File: src/base64_stream_decoder_assert.svh
// Assertion macros for the base64 stream decoder.
// Depends on nothing; included by the top level only.
`ifndef BASE64_STREAM_DECODER_ASSERT_SVH
`define BASE64_STREAM_DECODER_ASSERT_SVH

// Check that the consequent holds in the same cycle as the antecedent.
`define B64D_ASSERT_NOW(lbl, clk, rst, ante, cons, msg) \
   lbl: assert property (@(posedge clk) disable iff (rst) (ante) |-> (cons)) \
      else $error(msg);

// Check that the consequent holds in the cycle after the antecedent.
`define B64D_ASSERT_NEXT(lbl, clk, rst, ante, cons, msg) \
   lbl: assert property (@(posedge clk) disable iff (rst) (ante) |=> (cons)) \
      else $error(msg);

`endif

File: src/b64d_pkg.sv
// Shared types, constants and the character map of the base64 stream decoder.
// No dependencies.
package b64d_pkg;

   // Character classes decided by the front end
   localparam logic [1:0] KIND_SKIP = 2'd0;
   localparam logic [1:0] KIND_DATA = 2'd1;
   localparam logic [1:0] KIND_PAD  = 2'd2;
   localparam logic [1:0] KIND_ZERO = 2'd3;

   localparam logic [7:0] PAD_CHAR  = 8'h3D;
   localparam logic [7:0] ZERO_CHAR = 8'h00;

   // Queue between front end and back end
   localparam int QUEUE_DEPTH = 4;
   localparam int QUEUE_AW    = $clog2(QUEUE_DEPTH);
   localparam int QUEUE_CW    = $clog2(QUEUE_DEPTH + 1);

   typedef struct packed {
      logic [1:0] kind;
      logic [5:0] sextet;
      logic       last;
   } b64d_item_type;

   typedef struct packed {
      logic [1:0] phase;
      logic       stopped;
      logic       pad_error;
   } b64d_status_type;

   // Map a character to its class and 6-bit value
   function automatic b64d_item_type classify(input logic [7:0] c, input logic last);
      b64d_item_type item;
      item.kind   = KIND_SKIP;
      item.sextet = 6'd0;
      item.last   = last;
      if (c == ZERO_CHAR) begin
         item.kind = KIND_ZERO;
      end else if (c == PAD_CHAR) begin
         item.kind = KIND_PAD;
      end else if (c >= 8'h41 && c <= 8'h5A) begin
         item.kind   = KIND_DATA;
         item.sextet = 6'(c - 8'h41);
      end else if (c >= 8'h61 && c <= 8'h7A) begin
         item.kind   = KIND_DATA;
         item.sextet = 6'(c - 8'h61 + 8'd26);
      end else if (c >= 8'h30 && c <= 8'h39) begin
         item.kind   = KIND_DATA;
         item.sextet = 6'(c - 8'h30 + 8'd52);
      end else if (c == 8'h2B) begin
         item.kind   = KIND_DATA;
         item.sextet = 6'd62;
      end else if (c == 8'h2F) begin
         item.kind   = KIND_DATA;
         item.sextet = 6'd63;
      end
      return item;
   endfunction

endpackage

File: src/b64d_front.sv
// Front end: accepts characters, classifies them and drops plain skips.
// Depends on b64d_pkg.
module b64d_front
   import b64d_pkg::*;
(
   input  logic          clock,
   input  logic          reset,
   input  logic          req_valid,
   output logic          req_stall,
   input  logic [7:0]    req_in_char,
   input  logic          req_last,
   output logic          push_valid,
   input  logic          push_ready,
   output b64d_item_type push_item
);

   logic          valid_ff, valid_in;
   b64d_item_type item_ff, item_in;
   logic          req_accept;
   logic          push_done;
   b64d_item_type class_item;

   // Classify the incoming character
   assign class_item = classify(req_in_char, req_last);

   // Stall while the stage holds an item that the queue cannot take
   assign req_stall  = valid_ff && !push_ready;
   assign req_accept = req_valid && !req_stall;
   assign push_done  = valid_ff && push_ready;

   // Keep anything the back end must see; drop plain skips
   always_comb begin
      valid_in = valid_ff;
      item_in  = item_ff;
      if (req_accept) begin
         valid_in = (class_item.kind != KIND_SKIP) || class_item.last;
         item_in  = class_item;
      end else if (push_done) begin
         valid_in = 1'b0;
      end
   end

   always_ff @(posedge clock) begin
      if (reset) begin
         valid_ff <= 1'b0;
      end else begin
         valid_ff <= valid_in;
      end
      item_ff <= item_in;
   end

   assign push_valid = valid_ff;
   assign push_item  = item_ff;

endmodule

File: src/b64d_queue.sv
// Short FIFO of classified transactions between front end and back end.
// Depends on b64d_pkg.
module b64d_queue
   import b64d_pkg::*;
(
   input  logic          clock,
   input  logic          reset,
   input  logic          push_valid,
   output logic          push_ready,
   input  b64d_item_type push_item,
   output logic          pop_valid,
   input  logic          pop_ready,
   output b64d_item_type pop_item
);

   b64d_item_type              slot_ff [QUEUE_DEPTH];
   logic [QUEUE_AW-1:0]        wr_ptr_ff, wr_ptr_in;
   logic [QUEUE_AW-1:0]        rd_ptr_ff, rd_ptr_in;
   logic [QUEUE_CW-1:0]        count_ff, count_in;
   logic                       do_push, do_pop;

   assign push_ready = count_ff != QUEUE_CW'(QUEUE_DEPTH);
   assign pop_valid  = count_ff != '0;
   assign pop_item   = slot_ff[rd_ptr_ff];
   assign do_push    = push_valid && push_ready;
   assign do_pop     = pop_valid && pop_ready;

   // Advance pointers and occupancy
   always_comb begin
      wr_ptr_in = do_push ? QUEUE_AW'(wr_ptr_ff + 1'b1) : wr_ptr_ff;
      rd_ptr_in = do_pop  ? QUEUE_AW'(rd_ptr_ff + 1'b1) : rd_ptr_ff;
      count_in  = count_ff;
      if (do_push && !do_pop) begin
         count_in = QUEUE_CW'(count_ff + 1'b1);
      end else if (do_pop && !do_push) begin
         count_in = QUEUE_CW'(count_ff - 1'b1);
      end
   end

   always_ff @(posedge clock) begin
      if (reset) begin
         wr_ptr_ff <= '0;
         rd_ptr_ff <= '0;
         count_ff  <= '0;
      end else begin
         wr_ptr_ff <= wr_ptr_in;
         rd_ptr_ff <= rd_ptr_in;
         count_ff  <= count_in;
      end
   end

   // Store the pushed transaction
   always_ff @(posedge clock) begin
      if (do_push) begin
         slot_ff[wr_ptr_ff] <= push_item;
      end
   end

endmodule

File: src/b64d_back.sv
// Back end: packs sextets into bytes, tracks pad and stop state, and
// registers results. Depends on b64d_pkg.
module b64d_back
   import b64d_pkg::*;
(
   input  logic            clock,
   input  logic            reset,
   input  logic            pop_valid,
   output logic            pop_ready,
   input  b64d_item_type   pop_item,
   output logic            rsp_valid,
   input  logic            rsp_stall,
   output logic [7:0]      rsp_out_byte,
   output logic            rsp_has_byte,
   output logic            rsp_end_of_stream,
   output logic            rsp_bad_padding,
   output b64d_status_type status
);

   logic [1:0] phase_ff, phase_in;
   logic [7:0] partial_ff, partial_in;
   logic       pad_error_ff, pad_error_in;
   logic       stopped_ff, stopped_in;
   logic       out_valid_ff, out_valid_in;
   logic [7:0] out_byte_ff, out_byte_in;
   logic       out_has_ff, out_has_in;
   logic       out_end_ff, out_end_in;
   logic       out_bad_ff, out_bad_in;
   logic       do_pop;
   logic       got;
   logic [7:0] byte_val;
   logic       emit;

   // Take a transaction whenever the output register is free or draining
   assign pop_ready = !out_valid_ff || !rsp_stall;
   assign do_pop    = pop_valid && pop_ready;

   // Decode one transaction against the current state
   always_comb begin
      phase_in     = phase_ff;
      partial_in   = partial_ff;
      pad_error_in = pad_error_ff;
      stopped_in   = stopped_ff;
      got          = 1'b0;
      byte_val     = 8'd0;
      if (!stopped_ff) begin
         case (pop_item.kind)
            KIND_ZERO: begin
               stopped_in = 1'b1;
            end
            KIND_PAD: begin
               if (phase_ff == 2'd1) begin
                  pad_error_in = 1'b1;
               end
            end
            KIND_DATA: begin
               case (phase_ff)
                  2'd0: begin
                     partial_in = {pop_item.sextet, 2'b00};
                  end
                  2'd1: begin
                     got        = 1'b1;
                     byte_val   = partial_ff | {6'd0, pop_item.sextet[5:4]};
                     partial_in = {pop_item.sextet[3:0], 4'd0};
                  end
                  2'd2: begin
                     got        = 1'b1;
                     byte_val   = partial_ff | {4'd0, pop_item.sextet[5:2]};
                     partial_in = {pop_item.sextet[1:0], 6'd0};
                  end
                  default: begin
                     got        = 1'b1;
                     byte_val   = partial_ff | {2'd0, pop_item.sextet};
                     partial_in = 8'd0;
                  end
               endcase
               phase_in = 2'(phase_ff + 1'b1);
            end
            default: begin
            end
         endcase
      end
      emit = got || pop_item.last;
   end

   // Build the next result register contents
   always_comb begin
      out_valid_in = rsp_stall ? out_valid_ff : 1'b0;
      out_byte_in  = out_byte_ff;
      out_has_in   = out_has_ff;
      out_end_in   = out_end_ff;
      out_bad_in   = out_bad_ff;
      if (do_pop && emit) begin
         out_valid_in = 1'b1;
         out_byte_in  = byte_val;
         out_has_in   = got;
         out_end_in   = pop_item.last;
         out_bad_in   = pop_item.last && pad_error_in;
      end
   end

   // Hold decoder state; clear it at the end of each stream
   always_ff @(posedge clock) begin
      if (reset) begin
         phase_ff     <= 2'd0;
         partial_ff   <= 8'd0;
         pad_error_ff <= 1'b0;
         stopped_ff   <= 1'b0;
         out_valid_ff <= 1'b0;
      end else begin
         out_valid_ff <= out_valid_in;
         if (do_pop) begin
            if (pop_item.last) begin
               phase_ff     <= 2'd0;
               partial_ff   <= 8'd0;
               pad_error_ff <= 1'b0;
               stopped_ff   <= 1'b0;
            end else begin
               phase_ff     <= phase_in;
               partial_ff   <= partial_in;
               pad_error_ff <= pad_error_in;
               stopped_ff   <= stopped_in;
            end
         end
      end
      out_byte_ff <= out_byte_in;
      out_has_ff  <= out_has_in;
      out_end_ff  <= out_end_in;
      out_bad_ff  <= out_bad_in;
   end

   assign rsp_valid         = out_valid_ff;
   assign rsp_out_byte      = out_byte_ff;
   assign rsp_has_byte      = out_has_ff;
   assign rsp_end_of_stream = out_end_ff;
   assign rsp_bad_padding   = out_bad_ff;

   assign status.phase     = phase_ff;
   assign status.stopped   = stopped_ff;
   assign status.pad_error = pad_error_ff;

endmodule

File: src/base64_stream_decoder.sv
// Streaming base64 decoder. It takes one character per transaction and
// sustains one character per clock cycle when the result side does not
// stall; that rate is set by the decode step in the back end, which
// updates phase and partial byte for each character. A character passes
// through the front register and the queue before it reaches the result
// register. Characters outside the base64 alphabet give no result unless
// marked last: plain skips are dropped in the front end, while pad and zero
// characters go on to the back end for their effect on the decoder state.
// A transaction marked last always gives exactly one result with end set.
// Depends on b64d_pkg, b64d_front, b64d_queue, b64d_back and the assertion
// macro header.
`include "base64_stream_decoder_assert.svh"

module base64_stream_decoder
   import b64d_pkg::*;
(
   input  logic       clock,
   input  logic       reset,
   input  logic       req_valid,
   output logic       req_stall,
   input  logic [7:0] req_in_char,
   input  logic       req_last,
   output logic       rsp_valid,
   input  logic       rsp_stall,
   output logic [7:0] rsp_out_byte,
   output logic       rsp_has_byte,
   output logic       rsp_end_of_stream,
   output logic       rsp_bad_padding
);

   logic            push_valid, push_ready;
   b64d_item_type   push_item;
   logic            pop_valid, pop_ready;
   b64d_item_type   pop_item;
   b64d_status_type status;

   b64d_front u_front (
      .clock       (clock),
      .reset       (reset),
      .req_valid   (req_valid),
      .req_stall   (req_stall),
      .req_in_char (req_in_char),
      .req_last    (req_last),
      .push_valid  (push_valid),
      .push_ready  (push_ready),
      .push_item   (push_item)
   );

   b64d_queue u_queue (
      .clock      (clock),
      .reset      (reset),
      .push_valid (push_valid),
      .push_ready (push_ready),
      .push_item  (push_item),
      .pop_valid  (pop_valid),
      .pop_ready  (pop_ready),
      .pop_item   (pop_item)
   );

   b64d_back u_back (
      .clock             (clock),
      .reset             (reset),
      .pop_valid         (pop_valid),
      .pop_ready         (pop_ready),
      .pop_item          (pop_item),
      .rsp_valid         (rsp_valid),
      .rsp_stall         (rsp_stall),
      .rsp_out_byte      (rsp_out_byte),
      .rsp_has_byte      (rsp_has_byte),
      .rsp_end_of_stream (rsp_end_of_stream),
      .rsp_bad_padding   (rsp_bad_padding),
      .status            (status)
   );

   // A result without a byte comes only from the end of a stream
   `B64D_ASSERT_NOW(a_empty_result_is_end, clock, reset, rsp_valid && !rsp_has_byte, rsp_end_of_stream, "result without byte lacks end of stream")

   // A pad error is reported only on the end-of-stream result
   `B64D_ASSERT_NOW(a_bad_pad_only_at_end, clock, reset, rsp_valid && rsp_bad_padding, rsp_end_of_stream, "bad padding flagged before stream end")

   // Decoder state is back at its start after the last transaction is taken
   `B64D_ASSERT_NEXT(a_state_cleared_after_last, clock, reset, pop_valid && pop_ready && pop_item.last, status.phase == 2'd0 && !status.stopped && !status.pad_error, "decoder state not cleared after stream end")

   // Every transaction marked last produces a result right away
   `B64D_ASSERT_NEXT(a_last_gives_result, clock, reset, pop_valid && pop_ready && pop_item.last, rsp_valid && rsp_end_of_stream, "last transaction gave no end result")

endmodule
File: config.mk
export PLATFORM = sky130hd
export DESIGN_NAME = base64_stream_decoder
export DESIGN_NICKNAME = d
export VERILOG_FILES = /design/src/b64d_pkg.sv /design/src/b64d_front.sv /design/src/b64d_queue.sv /design/src/b64d_back.sv /design/src/base64_stream_decoder.sv
export VERILOG_INCLUDE_DIRS = /design/src /design/src/src
export SDC_FILE = /design/constraint.sdc
export NUM_CORES = 1
export LEC_CHECK = 0
export BUFFER_PORTS_ARGS = -buffer_cell sky130_fd_sc_hd__buf_4
export CORE_MARGIN = 2
export CORE_UTILIZATION = 60
export CTS_BUF_LIST = sky130_fd_sc_hd__clkbuf_8 sky130_fd_sc_hd__clkbuf_16
export CTS_CLUSTER_DIAMETER = 60
export DETAILED_ROUTE_END_ITERATION = 6
export GPL_TIMING_DRIVEN = 0
export PLACE_DENSITY = 0.77
export RECOVER_POWER = 25
export SYNTH_ARGS = -nofsm -noshare
export SYNTH_HDL_FRONTEND = slang
export SYNTH_SLANG_ARGS = --single-unit
File: constraint.sdc
create_clock -name clock -period 3 [get_ports clock]
set_input_delay 0.3 -clock clock [delete_from_list [all_inputs] [get_ports clock]]
set_output_delay 0.3 -clock clock [all_outputs]
set_load 0.005 [all_outputs]
After elaboration in Yosys (flattened, before gate mapping)
Memory sizes are Yosys's and may differ from the RTL's. A register that Yosys moved wholly into a read port is not among the register bits.
Index checks and enable logic that the tools add are counted.
W data, S select, Z words.
{ "op_classes": {"n_lt_le_gt_ge": 6, "n_eq_ne": 11, "reduce_logical": 30, "n_addsub": 10, "mux": 35, "n_bitwise": 4} }
{ "op_table": {"columns": ["cell", "count"], "rows": [
  ["$mux W8", 6],
  ["$pmux W8 S3", 2],
  ["$eq A8 B6 Y1 const B", 3],
  ["$ge A8 B7 Y1 const B", 2],
  ["$le A8 B7 Y1 const B", 2],
  ["$mux W1", 16],
  ["$mux W2", 7],
  ["$mux W7", 2],
  ["$sub A6 B6 Y6 const B", 2],
  ["$logic_and A1 B1 Y1", 11],
  ["$ge A8 B6 Y1 const B", 1],
  ["$le A8 B6 Y1 const B", 1],
  ["$logic_not A8 Y1", 1],
  ["$or A8 B2 Y8", 1],
  ["$or A8 B4 Y8", 1],
  ["$or A8 B6 Y8", 1],
  ["$reduce_bool A2 Y1", 4],
  ["$add A2 B1 Y2 const B", 3],
  ["$add A6 B5 Y6 const B", 1],
  ["$add A6 B6 Y6 const B", 1],
  ["$eq A2 B2 Y1 const B", 3],
  ["$logic_not A1 Y1", 6],
  ["$mux W3", 2],
  ["$sub A6 B1 Y6 const B", 1],
  ["other kinds (11)", 16]
]} }
{ "word_totals": {"output_inout_bits": 13, "reg_bits": 41, "ram_bits": 36, "word_cells": 113, "mem_count": 1, "in_bits": 13} }
{ "memory_table": {"columns": ["name", "words", "word_bits", "rd", "rd_clocked_by_memory_dff", "write_ports", "line_no", "text"], "rows": [
  ["u_queue.slot_ff", 4, 9, 1, 1, 1, "b64d_queue.sv:16", "b64d_item_type slot_ff [QUEUE_DEPTH];"]
]} }

Logic depth before layout (Yosys ltp)
{ "logic_depth": {"depth_word": 11, "mapped_depth": 10, "mapped_depth_nobuf": 9} }

Cells and area by module
Synthesis repeated with hierarchy kept, for this count alone.
{ "hier_totals": {"cells_unflattened": 307, "area_unflattened_um2": 3834.9} }
{ "modules_own_cells": {"columns": ["mod", "cells_per_inst", "area_each_um2", "instances", "seq_area_each_um2"], "rows": [
  ["b64d_queue", 95, 1780.5, 1, 1261.2],
  ["b64d_back", 107, 1097.3, 1, 550.5],
  ["b64d_front", 105, 957.2, 1, 290.3]
]} }

Least setup slack after synthesis
OpenSTA, ideal clock, no wires.
{ "synth_path": {"path_kind": "reg-to-reg", "start": "register with a tool-made name", "end": "register u_back.out_bad_ff, in the netlist u_back.rsp_bad_padding (enable)", "stages_incl_launch_ff": 8, "setup_ns": 0.339, "path_buffers": 2, "path_slack_ns": 0.728, "synth_period_minus_slack_ns": 2.272, "t_arrival_ns": 1.933, "t_required_ns": 2.661, "cell_sequence": "dfxtp_1 > buf_6 > mux4_2 > or3b_1 > buf_6 > nor2_1 > o21ai_0 > inv_1"} }
{ "synth_lines": {"columns": ["element", "line_no", "text"], "rows": [
  ["to (signal assigned)", "b64d_back.sv:129", "out_bad_ff <= out_bad_in;"],
  ["to (decl)", "b64d_back.sv:28", "logic out_bad_ff, out_bad_in;"]
]} }

==> metrics.md <==
| Metric | Value |
|---|---|
| Syn_nets | 303 |
| Share of the synthesized area in the top cell type | 0.467 |
| Largest net degree at the start of global routing | 14 |
| Starting DRT DRC Count | 116 |
| Critical Path Start Type | flip-flop |
| Synth Cell Area | 0.00360 mm² |
| Reg clk slew, reported paths | 80 ps |
| Post-Route Setup TNS | 0 ps |
| Final setup viols | 0 |
| Yosys cell types | 46 |
| Layout cells sized above 1 | 0.132 |
| Leading area contributor after synthesis | edfxtp_1 |
| Die width | 81.4 µm |
| Floorplan core area | 0.00585 mm² |
| Diodes inserted | 0 |
| Max incr delay on CP | 420 ps |
| Synth Area in Simple Gates | 0.0970 |
| Pwr Total | 2.86 mW |
| Die Y | 81.4 µm |
| Post-synthesis to final-layout area growth | 11.9% |
| Leak pwr | between 1 and 1.5 nW |
| Slowest CP cell | mux4_2 |
| MaxCap Viol Count | 0 |
| Worst Path Required | roughly 3000 ps |
| Port bufs | 23 |
| Antenna violations before repair | 0 |
| CTS root buf | clkbuf_8 |
| # Post-CTS Setup Buffers | 0 |
| Critical Path, Cell by Cell | clkbuf_1 > mux4_2 > or3b_1 > buf_6 > nor2_1 > o21ai_0 > inv_1 |
| Detailed-route via count | 2299 |
| Max Slew Vio Count | 0 |
| Routed wire length per instance | around 16 µm |
| CTS Sinks | 77 |
| Ys Warns | 0 |
| Routed Wire Length | 6.27 mm |
| Largest family of logic cells by synthesized area | compound AO/OA/AOI/OAI gates |
| Slew @ Worst Pin | roughly 860 ps |
| RSZ-0062 raised after global routing | false |
| Post-synthesis sequential area ratio | 0.584 |
| Synthesized instance count | around 270 |
| H-tree levels | 3 |
| Slew HR | 0.426 |
| Worst hold-check path type | input port to flip-flop |
| Row Count | 28 |
| Ranking of synthesized cells by area | edfxtp_1, dfxtp_1, ha_1 |
| DRC | 0 |
| Hpwl dp | around 4.5 mm |
| XOR/XNOR share of the synthesized area | 0.0243 |
| Critical path capture point type | flip-flop |
| Asr flop ratio synth | 0 |
| Crit share post-route | 0.869 |
| Clk_skew | between 6 and 7 ps |
| Max FO, Critical Path | 11 |
| Cts bufs inserted | 9 |
| PwrDens | slightly above 700 mW/mm² |
| Nets | approximately 340 |
| Adder-cell area share of the yosys netlist | 0.0682 |
| CTS Hold Bufs | 0 |
| GR Overflow Total | 0 |
| Post-DRT Antenna Nets | 0 |
| CP Class | flip-flop to flip-flop |
| Vias in the first global route | between 2000 and 2500 |
| R2r setup slk | about 390 ps |
| Placer Congestion | between 0.9 and 1 |
| PostCTS Resize Cnt | 0 |
| Post-synth EDFFs | 56 |
| Syn avg cell area | 13.3 µm² |
| CP arrival | 2610 ps |
| Mux share of post-synthesis cell area | 0.0776 |
| Clock Path Buffers | 2 |
| Number of synthesized register bits | 77 |
| Final Hold Fails | 0 |
| Final core area utilization | 0.688 |
| Top-level port count | 26 |
| Top FF cell, synth | edfxtp_1 |
| Initial Utilization | 0.615 |
| Die area | 0.00663 mm² |
| Run status | completed |
| Tmin final | 2610 ps |
| First drt pass iteration count | 4 |
| Top achievable clock speed | 0.384 GHz |
| Total GRT Usage | 0.209 |
| First-pass GRT wire length | ~10 mm |
| Compound-cell area share of the yosys netlist | 0.115 |
| Worst skew pair latency | 340 ps |
| Avg Vias per Cell | around 6 |
| VDD IR max | 396 µV |
| TritonCTS clock tree | built |
per-layer routing:
metal / share of wire / up-vias / wire (µm) / global-route usage
met3: 0.044 / 24 / 273 / 0.0429
met2: 0.49 / 74 / 3080 / 0.346
met5: 0 / - / 0 / 0
met1: 0.43 / 1105 / 2720 / 0.258
met4: 0.031 / 0 / 197 / 0.117
li1: - / 1096 / - / -
worst max-delay path: cells and delay by family, from the launching register on:
family / cells / cell delay, ps
buffers and inverters: 3 / 900
AND/OR/NAND/NOR: 2 / 480
multiplexers: 1 / 420
flip-flops: 1 / 310
AO/OA/AOI/OAI: 1 / 150
cells by family (layout without fill, tap and decap cells):
| group | Yosys count | after routing |
|---|---|---|
| simple gates | 67 | 67 |
| fa+ha+maj | 19 | 19 |
| compound gates | 56 | 56 |
| mux | 14 | 14 |
| flops | 77 | 77 |
| buf+inv | 28 | 67 |
| xor+xnor | 10 | 10 |
final timing paths:
kind	from	to	cells past startpoint
worst max-delay path	flip-flop	u_back.rsp_out_byte[5]$_SDFFCE_PP0P_	7
worst min-delay path	req_last	u_front.push_item[0]$_DFFE_PP_	1
worst max register to register	flip-flop	u_back.rsp_out_byte[5]$_SDFFCE_PP0P_	7
worst min register to register	u_back.partial_ff[2]$_SDFFE_PP0P_	u_back.partial_ff[2]$_SDFFE_PP0P_	1
synth_stat cells, types with 4 or more instances:
library cell  instances
edfxtp_1             56
nor2_1               28
dfxtp_1              21
ha_1                 18
inv_1                18
a21oi_1              11
nand2_1               9
clkbuf_1              8
a22o_1                7
mux4_1                7
xnor2_1               7
a221oi_1              6
o21ai_0               6
mux2i_1               5
a211oi_1              4
a22oi_1               4
and2_1                4
nand2b_1              4
nor3_1                4
state kept, by name, indices dropped and copies added, names as in the netlist, named ones only:
register and count:
u_queue.slot_ff 36, u_front.push_item 9, u_back.rsp_out_byte 8, u_back.partial_ff 6, u_queue.count_ff 3, u_back.phase_ff 2
u_queue.rd_ptr_ff 2, u_queue.wr_ptr_ff 2, u_back.pad_error_ff 1, u_back.rsp_bad_padding 1, u_back.rsp_end_of_stream 1, u_back.rsp_has_byte 1
u_back.rsp_valid 1, u_back.stopped_ff 1, u_front.push_valid 1
layout make-up:
type                    count  area (µm²)
inverters                  18        67.6
fillers                   427        1820
clock inverters             7        42.5
plain buffers              10        52.6
multi-input cells         166        1380
flip-flops and latches     77        2100
clock buffers               9         124
well taps                  75        93.8
repair buffers             23         169
power by group:
| group | switching [mW] | internal (mW) |
|---|---|---|
| combinational | 0.444 | 0.365 |
| clock | 0.369 | 0.294 |
| sequential | 0.0751 | 1.31 |
per-stage QoR:
stage               std cells  worst slack, ps  hold WS (ps)  cell area [µm²]
floorplan                 271              728           399             3600
global placement          369              383           450             3860
detailed placement        369              343           464             3860
CTS                       385              339           130             4030
global route              385              201           174             4030
finish                    385              394           168             4030
cell usage in the layout (no fill, tap or decap), drive strengths merged, types with 4 or more instances in the layout:
cell	count
a22oi	4
mux2i	5
inv	20
nor3	4
xnor2	7
dfxtp	21
o21ai	7
ha	18
a211oi	4
buf	24
edfxtp	56
and2	4
nand2b	4
a21oi	11
clkbuf	18
a22o	7
nor2	28
a221oi	6
mux4	9
nand2	9
(Power assumes the default switching activity.)
